**config.mk**
```make
export PLATFORM = sky130hd
export DESIGN_NAME = sixbit_text_packer_core
export DESIGN_NICKNAME = d
export VERILOG_FILES = /design/src/hw/rtl/stp_pkg.sv /design/src/hw/rtl/sixbit_text_packer_core.sv /design/src/hw/rtl/stp_front.sv /design/src/hw/rtl/stp_queue.sv /design/src/hw/rtl/stp_back.sv
export VERILOG_INCLUDE_DIRS = /design/src /design/src/hw/rtl
export SDC_FILE = /design/constraint.sdc
export NUM_CORES = 1
export LEC_CHECK = 0
export BUFFER_PORTS_ARGS = -buffer_cell sky130_fd_sc_hd__buf_2
export CAP_MARGIN = 5
export CORE_MARGIN = 2
export CORE_UTILIZATION = 50
export DETAILED_ROUTE_END_ITERATION = 8
export PLACE_DENSITY = 0.64
export SYNTH_ARGS = -nofsm -noshare
export SYNTH_HDL_FRONTEND = slang
export SYNTH_SLANG_ARGS = --single-unit
```
**constraint.sdc**
```tcl
create_clock -name clk -period 9.6 [get_ports clk]
set_input_delay 0 -clock clk [delete_from_list [all_inputs] [get_ports clk]]
set_output_delay 0 -clock clk [all_outputs]
set_load 0.02 [all_outputs]
```
**src/hw/rtl/assert_macros.svh**
```systemverilog
// Assertion helpers for the RTL files.
`ifndef ASSERT_MACROS_SVH
`define ASSERT_MACROS_SVH

`ifndef SYNTH
// Whenever a holds, b must hold in the same cycle.
`define ASSERT_IMPLIES(label, clk, rst_n, a, b) \
	label: assert property (@(posedge clk) disable iff (!rst_n) (a) |-> (b)) \
		else $error("assertion failed: a implies b");
// The condition must never hold.
`define ASSERT_NEVER(label, clk, rst_n, a) \
	label: assert property (@(posedge clk) disable iff (!rst_n) !(a)) \
		else $error("assertion failed: forbidden condition");
`else
`define ASSERT_IMPLIES(label, clk, rst_n, a, b)
`define ASSERT_NEVER(label, clk, rst_n, a)
`endif

`endif

```
**src/hw/rtl/stp_pkg.sv**
```systemverilog
`timescale 1ns / 1ps

package stp_pkg;

	// fixed geometry of one packed block
	localparam int CHARS_PER_BLOCK = 10;
	localparam int BLOCK_BYTES     = 8;
	localparam int SLOTS           = 10;
	localparam int SLOT_W          = 6;
	localparam int WORD_W          = 8 * BLOCK_BYTES;
	localparam int SLOTS_W         = SLOTS * SLOT_W;
	localparam int CNT_W           = 4;
	localparam int BYTE_CNT_W      = $clog2(BLOCK_BYTES);

	// job queue between front and back end
	localparam int QDEPTH   = 2;
	localparam int QPTR_W   = $clog2(QDEPTH);
	localparam int QCNT_W   = $clog2(QDEPTH + 1);

	localparam logic [SLOT_W-1:0] TERM_CODE = 6'd39;

	// input operations
	localparam logic [1:0] OP_ENC_CHAR = 2'd0;
	localparam logic [1:0] OP_ENC_END  = 2'd1;
	localparam logic [1:0] OP_DEC_BYTE = 2'd2;

	// result kinds
	localparam logic [1:0] KIND_BYTE  = 2'd0;
	localparam logic [1:0] KIND_CHAR  = 2'd1;
	localparam logic [1:0] KIND_EMPTY = 2'd2;
	localparam logic [1:0] KIND_ERROR = 2'd3;

	// job kinds
	localparam logic [1:0] JOB_PACK   = 2'd0;
	localparam logic [1:0] JOB_DECODE = 2'd1;
	localparam logic [1:0] JOB_ERROR  = 2'd2;

	typedef struct packed {
		logic [1:0]        kind;
		logic [WORD_W-1:0] word;
	} job_t;

	// ASCII to code; bit 6 set when the character is supported
	function automatic logic [SLOT_W:0] char_code(input logic [7:0] ch);
		logic [SLOT_W:0] res;
		res = '0;
		if (ch inside {[8'h30:8'h39]}) begin
			res = {1'b1, SLOT_W'(ch - 8'h30)};
		end else if (ch inside {[8'h61:8'h7a]}) begin
			res = {1'b1, SLOT_W'(ch - 8'h61 + 8'd10)};
		end else begin
			case (ch)
				8'h20:   res = {1'b1, 6'd36};
				8'h2e:   res = {1'b1, 6'd37};
				8'h2c:   res = {1'b1, 6'd38};
				8'h00:   res = {1'b1, TERM_CODE};
				default: res = '0;
			endcase
		end
		return res;
	endfunction

	// code below the terminator to ASCII
	function automatic logic [7:0] code_char(input logic [SLOT_W-1:0] c);
		logic [7:0] res;
		if (c < 6'd10) begin
			res = 8'(c) + 8'h30;
		end else if (c < 6'd36) begin
			res = 8'(c) - 8'd10 + 8'h61;
		end else if (c == 6'd36) begin
			res = 8'h20;
		end else if (c == 6'd37) begin
			res = 8'h2e;
		end else begin
			res = 8'h2c;
		end
		return res;
	endfunction

endpackage

```
**src/hw/rtl/sixbit_text_packer_core.sv**
```systemverilog
`timescale 1ns / 1ps
// Six-bit text packer. Encode characters (tuser 0) are mapped to 6-bit codes
// and an end item (tuser 1) emits the 8-byte block, or one error result if the
// text was too long or held an unsupported character. Packed bytes (tuser 2)
// are gathered eight at a time and unpacked into 1 to 10 characters, or one
// empty-text result. The input side takes one item per cycle; it stalls only
// when both entries of the two-deep job queue hold jobs that the output
// emitter has not started. The emitter loads a job and then gives one result
// per cycle while the receiver takes them. Input items keep being accepted
// while the emitter works on earlier jobs, until the queue is full.
`include "assert_macros.svh"

module sixbit_text_packer_core (
	input  logic       clk,
	input  logic       arst_n,
	input  logic       s_axis_tvalid,
	output logic       s_axis_tready,
	input  logic [7:0] s_axis_tdata,  // [7:0] data
	input  logic [1:0] s_axis_tuser,  // [1:0] op
	output logic       m_axis_tvalid,
	input  logic       m_axis_tready,
	output logic [7:0] m_axis_tdata,  // [7:0] value
	output logic [1:0] m_axis_tuser,  // [1:0] kind
	output logic       m_axis_tlast
);
	import stp_pkg::*;

	logic q_push, q_pop, q_full, q_empty;
	job_t push_job, head_job;

	stp_front u_front (
		.clk      (clk),
		.arst_n   (arst_n),
		.in_valid (s_axis_tvalid),
		.in_ready (s_axis_tready),
		.in_op    (s_axis_tuser),
		.in_data  (s_axis_tdata),
		.q_full   (q_full),
		.q_push   (q_push),
		.q_job    (push_job)
	);

	stp_queue u_queue (
		.clk      (clk),
		.arst_n   (arst_n),
		.push     (q_push),
		.push_job (push_job),
		.pop      (q_pop),
		.head     (head_job),
		.full     (q_full),
		.empty    (q_empty)
	);

	stp_back u_back (
		.clk       (clk),
		.arst_n    (arst_n),
		.q_head    (head_job),
		.q_empty   (q_empty),
		.q_pop     (q_pop),
		.out_valid (m_axis_tvalid),
		.out_ready (m_axis_tready),
		.out_value (m_axis_tdata),
		.out_kind  (m_axis_tuser),
		.out_last  (m_axis_tlast)
	);

	// queue never overflows or underflows
	`ASSERT_NEVER(a_no_overflow, clk, arst_n, q_push && q_full && !q_pop)
	`ASSERT_IMPLIES(a_pop_nonempty, clk, arst_n, q_pop, !q_empty)
	// empty-text and error results are single-transaction runs
	`ASSERT_IMPLIES(a_single_last, clk, arst_n,
		m_axis_tvalid && (m_axis_tuser == KIND_EMPTY || m_axis_tuser == KIND_ERROR),
		m_axis_tlast)

endmodule

```
**src/hw/rtl/stp_front.sv**
```systemverilog
`timescale 1ns / 1ps

module stp_front (
	input  logic          clk,
	input  logic          arst_n,
	input  logic          in_valid,
	output logic          in_ready,
	input  logic [1:0]    in_op,
	input  logic [7:0]    in_data,
	input  logic          q_full,
	output logic          q_push,
	output stp_pkg::job_t q_job
);
	import stp_pkg::*;

	localparam logic [SLOTS_W-1:0] ALL_TERM = {SLOTS{TERM_CODE}};

	logic [SLOTS_W-1:0]      slots_q, slots_d;
	logic [CNT_W-1:0]        char_cnt_q;
	logic                    bad_q;
	logic [WORD_W-9:0]       unpack_q;
	logic [BYTE_CNT_W-1:0]   byte_cnt_q;
	logic                    acc;
	logic [SLOT_W:0]         cc;
	logic                    block_done;

	assign in_ready   = !q_full;
	assign acc        = in_valid && in_ready;
	assign cc         = char_code(in_data);
	assign block_done = (byte_cnt_q == BYTE_CNT_W'(BLOCK_BYTES - 1));

	// place the new code in the next free slot, first character highest
	always_comb begin
		slots_d = slots_q;
		for (int i = 0; i < SLOTS; i++) begin
			if (char_cnt_q == CNT_W'(i))
				slots_d[SLOT_W*(SLOTS-1-i) +: SLOT_W] = cc[SLOT_W] ? cc[SLOT_W-1:0] : '0;
		end
	end

	// job for the back end on end of text or a full decode block
	always_comb begin
		q_push     = 1'b0;
		q_job.kind = JOB_PACK;
		q_job.word = {slots_q, 4'b0};
		if (acc && in_op == OP_ENC_END) begin
			q_push = 1'b1;
			if (bad_q || char_cnt_q > CNT_W'(CHARS_PER_BLOCK))
				q_job.kind = JOB_ERROR;
		end else if (acc && in_op == OP_DEC_BYTE && block_done) begin
			q_push     = 1'b1;
			q_job.kind = JOB_DECODE;
			q_job.word = {unpack_q, in_data};
		end
	end

	// encode state
	always_ff @(posedge clk or negedge arst_n) begin
		if (!arst_n) begin
			slots_q    <= ALL_TERM;
			char_cnt_q <= '0;
			bad_q      <= 1'b0;
		end else if (acc && in_op == OP_ENC_CHAR) begin
			if (!cc[SLOT_W])
				bad_q <= 1'b1;
			if (char_cnt_q < CNT_W'(CHARS_PER_BLOCK)) begin
				slots_q    <= slots_d;
				char_cnt_q <= char_cnt_q + 1'b1;
			end else begin
				char_cnt_q <= CNT_W'(CHARS_PER_BLOCK + 1);
			end
		end else if (acc && in_op == OP_ENC_END) begin
			slots_q    <= ALL_TERM;
			char_cnt_q <= '0;
			bad_q      <= 1'b0;
		end
	end

	// decode byte gathering
	always_ff @(posedge clk or negedge arst_n) begin
		if (!arst_n) begin
			byte_cnt_q <= '0;
		end else if (acc && in_op == OP_DEC_BYTE) begin
			byte_cnt_q <= block_done ? '0 : byte_cnt_q + 1'b1;
		end
	end

	always_ff @(posedge clk) begin
		if (acc && in_op == OP_DEC_BYTE)
			unpack_q <= {unpack_q[WORD_W-17:0], in_data};
	end

endmodule

```
**src/hw/rtl/stp_queue.sv**
```systemverilog
`timescale 1ns / 1ps

module stp_queue (
	input  logic          clk,
	input  logic          arst_n,
	input  logic          push,
	input  stp_pkg::job_t push_job,
	input  logic          pop,
	output stp_pkg::job_t head,
	output logic          full,
	output logic          empty
);
	import stp_pkg::*;

	job_t              entry_q [QDEPTH];
	logic [QPTR_W-1:0] wr_ptr_q, rd_ptr_q;
	logic [QCNT_W-1:0] cnt_q;

	assign full  = (cnt_q == QCNT_W'(QDEPTH));
	assign empty = (cnt_q == '0);
	assign head  = entry_q[rd_ptr_q];

	// pointers and fill level
	always_ff @(posedge clk or negedge arst_n) begin
		if (!arst_n) begin
			wr_ptr_q <= '0;
			rd_ptr_q <= '0;
			cnt_q    <= '0;
		end else begin
			if (push)
				wr_ptr_q <= (wr_ptr_q == QPTR_W'(QDEPTH - 1)) ? '0 : wr_ptr_q + 1'b1;
			if (pop)
				rd_ptr_q <= (rd_ptr_q == QPTR_W'(QDEPTH - 1)) ? '0 : rd_ptr_q + 1'b1;
			if (push && !pop)
				cnt_q <= cnt_q + 1'b1;
			else if (pop && !push)
				cnt_q <= cnt_q - 1'b1;
		end
	end

	always_ff @(posedge clk) begin
		if (push)
			entry_q[wr_ptr_q] <= push_job;
	end

endmodule

```
**src/hw/rtl/stp_back.sv**
```systemverilog
`timescale 1ns / 1ps

module stp_back (
	input  logic          clk,
	input  logic          arst_n,
	input  stp_pkg::job_t q_head,
	input  logic          q_empty,
	output logic          q_pop,
	output logic          out_valid,
	input  logic          out_ready,
	output logic [7:0]    out_value,
	output logic [1:0]    out_kind,
	output logic          out_last
);
	import stp_pkg::*;

	localparam int IDX_W = $clog2(SLOTS);

	logic                busy_q;
	logic [1:0]          job_kind_q;
	logic [WORD_W-1:0]   word_q;
	logic [IDX_W-1:0]    idx_q;
	logic                ovalid_q;
	logic [7:0]          value_q;
	logic [1:0]          kind_q;
	logic                last_q;
	logic                advance;
	logic [7:0]          nx_value;
	logic [1:0]          nx_kind;
	logic                nx_last;
	logic [SLOT_W-1:0]   code_cur, code_nxt;

	assign q_pop    = !busy_q && !q_empty;
	assign advance  = busy_q && (!ovalid_q || out_ready);
	assign code_cur = word_q[WORD_W-1 -: SLOT_W];
	assign code_nxt = word_q[WORD_W-1-SLOT_W -: SLOT_W];

	assign out_valid = ovalid_q;
	assign out_value = value_q;
	assign out_kind  = kind_q;
	assign out_last  = last_q;

	// result for the current position of the job
	always_comb begin
		nx_value = '0;
		nx_kind  = KIND_ERROR;
		nx_last  = 1'b1;
		case (job_kind_q)
			JOB_PACK: begin
				nx_value = word_q[WORD_W-1 -: 8];
				nx_kind  = KIND_BYTE;
				nx_last  = (idx_q == IDX_W'(BLOCK_BYTES - 1));
			end
			JOB_DECODE: begin
				if (idx_q == '0 && code_cur >= TERM_CODE) begin
					nx_kind = KIND_EMPTY;
				end else begin
					nx_value = code_char(code_cur);
					nx_kind  = KIND_CHAR;
					nx_last  = (idx_q == IDX_W'(SLOTS - 1)) || (code_nxt >= TERM_CODE);
				end
			end
			default: begin
				nx_value = '0;
				nx_kind  = KIND_ERROR;
				nx_last  = 1'b1;
			end
		endcase
	end

	// job sequencer
	always_ff @(posedge clk or negedge arst_n) begin
		if (!arst_n) begin
			busy_q <= 1'b0;
		end else if (q_pop) begin
			busy_q <= 1'b1;
		end else if (advance && nx_last) begin
			busy_q <= 1'b0;
		end
	end

	always_ff @(posedge clk) begin
		if (q_pop) begin
			job_kind_q <= q_head.kind;
			word_q     <= q_head.word;
			idx_q      <= '0;
		end else if (advance) begin
			word_q <= (job_kind_q == JOB_PACK) ? {word_q[WORD_W-9:0], 8'h00}
			                                   : {word_q[WORD_W-1-SLOT_W:0], {SLOT_W{1'b0}}};
			idx_q  <= idx_q + 1'b1;
		end
	end

	// output register
	always_ff @(posedge clk or negedge arst_n) begin
		if (!arst_n) begin
			ovalid_q <= 1'b0;
		end else if (advance) begin
			ovalid_q <= 1'b1;
		end else if (out_ready) begin
			ovalid_q <= 1'b0;
		end
	end

	always_ff @(posedge clk) begin
		if (advance) begin
			value_q <= nx_value;
			kind_q  <= nx_kind;
			last_q  <= nx_last;
		end
	end

endmodule

```
==> flow_metrics.py <==
metrics = {
    "worst_hold_path": {
        "holdCritPathClass": "in2reg",
        "hold_path_depth": 5,
        "hold_start": "s_axis_tvalid",
    },
    "sta": {
        "finalHoldViolations": 0,
        "finalWorstSetupSlack_ps": 5951,
        "unrepaired_setup_endpoints_after_global_routing": "false",
        "fmax_mhz": 274.0,
        "final.period_utilization": 0.3801,
        "worst_slew_pin_slew_ps": 1197,
        "worst_slew_margin_rel": 0.2018,
        "post_route_minimum_period_ps": 3649,
        "final_hold_slack_ps": 126.3,
        "finalSetupViolCount": 0,
        "max_slew_violation_count": 0,
        "sum_of_negative_setup_slack_ps": 0,
        "fin_skew_ps": 26.00,
    },
    "routing": {
        "drc_errors": 0,
        "vias": 9865,
        "detail_route.vias_per_cell": 5.719,
        "dr.pass1.iters": 5,
        "avgRoutedWirePerCell_um": 19.34,
        "ant_nets": 0,
        "routed_wirelength_um": 33360,
        "drt_iter0_drc": 969,
    },
    "logic_synthesis": {
        "synth_top_area_cell": "edfxtp_1",
        "fraction_of_synthesized_cell_area_taken_by_the_top_area_cell_type": 0.5261,
        "largest_family_of_logic_cells_by_synthesized_area": "simple AND/OR/NAND/NOR gates",
        "yosysWarnings": 0,
        "synth.most_common_cell": "nand2_1",
        "synth_top_cells_by_count": "nand2_1, edfxtp_1, a31oi_1",
        "synth_fa_ha_area_frac": 0.02233,
        "synth.area.top_cells": "edfxtp_1, nand2_1, dfstp_2, dfrtp_1, a211oi_1",
        "synth_edf_count": 265,
        "syn_nets": 1333,
        "synth_mux_area_frac": 0.01034,
        "synth_ff_type": "edfxtp_1",
        "yosys_register_bits": 343,
        "synth_compound_area_frac": 0.1242,
        "postSynthAreaPerCell_um2": 11.71,
        "yosys.area_share.xor_xnor": 0.007528,
        "synthesis.area_mm2": 0.01513,
        "seq_area_frac_synth": 0.6571,
        "synth-async-reset-ratio": 0.2157,
        "post_synth_inst_count": 1292,
        "synth.lib_cells_used.distinct": 70,
        "fraction_of_the_mapped_netlist_area_in_simple_logic_gates": 0.1522,
    },
    "placed_design": {
        "place_hpwl_um": 21040,
        "portBuffers": 26,
        "post-place-ws_ps": 5928,
        "gp_congestion": 0.8641,
        "place.detailed.instances": 1645,
    },
    "final_layout": {
        "flow.area_growth_from_synthesis_pct": 11.37,
        "final_layout_size_suffix_gt1_frac": 0.1236,
        "nets": 1349,
        "non_filler_instance_count_after_layout": 1725,
        "num_antenna_cells": 0,
        "multi_input_area_mm2": 0.004817,
        "filler_cell_count": 2471,
        "sequential_cell_area_mm2": 0.009943,
    },
    "floorplan": {
        "std_cell_rows": 63,
        "die_height_um": 177.9,
        "die_w_um": 177.9,
        "start_util": 0.5090,
        "pin_count": 27,
        "fp.dieArea_mm2": 0.03166,
        "core_region_area_mm2": 0.02972,
    },
    "pwr": {
        "power_leakage_uw": 0.006141,
        "irDropWorstVdd_v": 0.0001610,
        "cellPowerDensity_mw_per_mm2": 303.6,
    },
    "grt": {
        "antenna_violations_before_repair": 0,
        "globalRouteOverflowTotal": 0,
        "global_route_total_usage_across_every_layer": 0.2151,
        "number_of_global_route_vias_before_repair": 9242,
        "grt_first_pass_wirelength_um": 52400,
        "largest_net_degree_at_the_start_of_global_routing": 113,
    },
    "critical_path": {
        "critical_path.startpoint": "u_queue.cnt_q[1]$_DFFE_PN0P_",
        "cell_at_the_slowest_stage_of_the_critical_path": "buf_4",
        "worst-endpoint-required_ps": 9720,
        "worst-r2r-cell-count": 8,
        "timing_worst_setup_path_type": "reg2reg",
        "critical_path_buf_inv_count": 3,
        "path_max_fanout": 66,
        "critPathTopFamily": "buffers and inverters",
        "cp_slowest_stage_delay_ps": 700,
        "timing.critical_path.depth": 8,
        "critical_path.cell_chain": "nor2b_1 > inv_1 > and4b_2 > buf_4 > nand2_2 > nand2_1 > and2_2 > buf_4",
        "crit_path_frequent_cell": "buf_4",
        "worst-r2r-setup-slack_ps": 5950,
        "crit_arrival_ps": 3770,
        "endpoint_kind": "flop",
        "crit_path_start_kind": "flop",
        "rr_startpoint": "u_queue.cnt_q[1]$_DFFE_PN0P_",
    },
    "job": {
        "drv_cap": 0,
    },
    "clock_tree": {
        "worst_setup_hold_path_clk_slew_ps": 60,
        "postCtsSetupBuffers": 0,
        "cts_tree": "done",
        "worst_skew_pair.late_latency_ps": 520,
        "htree_num_levels": 2,
        "clk_path_buf_depth": 3,
        "ctsRootBufferMaster": "clkbuf_16",
        "numCtsBuffers": 38,
        "cts_num_sinks": 343,
    },
    "run_status": {
        "run_status": "finished, final reports clean",
    },
}
## logic make-up after synthesis
| family | count (synthesis) |
|---|---|
| and+or+nand+nor | 515 |
| DFF | 343 |
| AOI/OAI and AO/OA | 276 |
| buffers and inverters | 103 |
| adders and majority gates | 27 |
| muxes | 15 |
| xor gates and xnor gates | 13 |
## registers in the layout, summed over array words and instances (netlist names), 3 cells and up
register            count
u_front.unpack_q       56
u_back.idx_q            4
u_front.slots_q        60
u_front.char_cnt_q      4
u_front.byte_cnt_q      3
u_back.out_value        8
u_back.word_q          64
u_queue.entry_q       132
## worst min-delay path, stage by stage
cell	delay, ps
buf_2	120
nand2b_1	100
nor3_1	50
buf_4	190
a31oi_1	140
## per-stage QoR
| stage | util | power, uW | cell area, um2 |
|---|---|---|---|
| CTS | 0.5669 | 5143 | 16850 |
| detailed placement | 0.5245 | 3810 | 15590 |
| global placement | 0.5245 | 3763 | 15590 |
| global route | 0.5669 | 5408 | 16850 |
| floorplan | - | 3378 | 15130 |
| finish | 0.5669 | 5114 | 16850 |
## cells in the final DEF (no fill, tap or decap), types with 4 or more instances in the layout
cell type        n
ha_1            27
xnor2_1          5
mux2i_1         10
o31ai_1         20
a21oi_1         47
dlygate4sd3_1   13
clkinv_1         8
clkbuf_1         7
o21ai_0         44
inv_1           24
nor2_1          58
nand2b_1        15
nor3_1          17
dfxtp_1          4
clkinv_2         9
edfxtp_1       265
mux2_2           5
buf_2           25
buf_4           16
nand2_1        320
clkbuf_16       38
xor2_1           8
dfrtp_1         33
a211oi_1        57
a22oi_1          4
nor2b_1         63
dfstp_2         40
a31oi_1         67
## timing repair
action | in CTS | in global routing
gates resized for setup | 0 | 0
hold buffers | 13 | 0
endpoints found under the hold margin | 48 | 0
## final timing paths
kind                                                    end
max                        u_queue.entry_q[1][14]$_DFFE_PP_
min                         u_front.slots_q[47]$_DFFE_PN1P_
max reg2reg                u_queue.entry_q[1][14]$_DFFE_PP_
min reg2reg                  u_front.unpack_q[47]$_DFFE_PP_
max in group asynchronous      u_queue.rd_ptr_q$_DFFE_PN0P_
min in group asynchronous    u_front.slots_q[2]$_DFFE_PN1P_
## per-layer routing
layer  GRT usage  share of wire
met5           0              0
met4     0.05157          0.016
met1      0.3245           0.48
met2      0.3301           0.45
met3     0.03085          0.051
## report_power, final
group / leakage (uW) / internal [uW] / switching (uW)
Clock: 0.000550 / 757 / 569
Sequential: 0.00334 / 2170 / 238
Combinational: 0.00225 / 475 / 903
## final cells by class
| class | count | area share |
|---|---|---|
| flip-flops and latches | 343 | 0.5902 |
| multi-input cells | 846 | 0.2859 |
| clock buffers | 45 | 0.05801 |
| well taps | 390 | 0.02897 |
| repair buffers | 54 | 0.02228 |
| clock inverters | 22 | 0.008987 |
| inverters | 25 | 0.005570 |
Note: power is estimated with default switching activity, not from simulation.
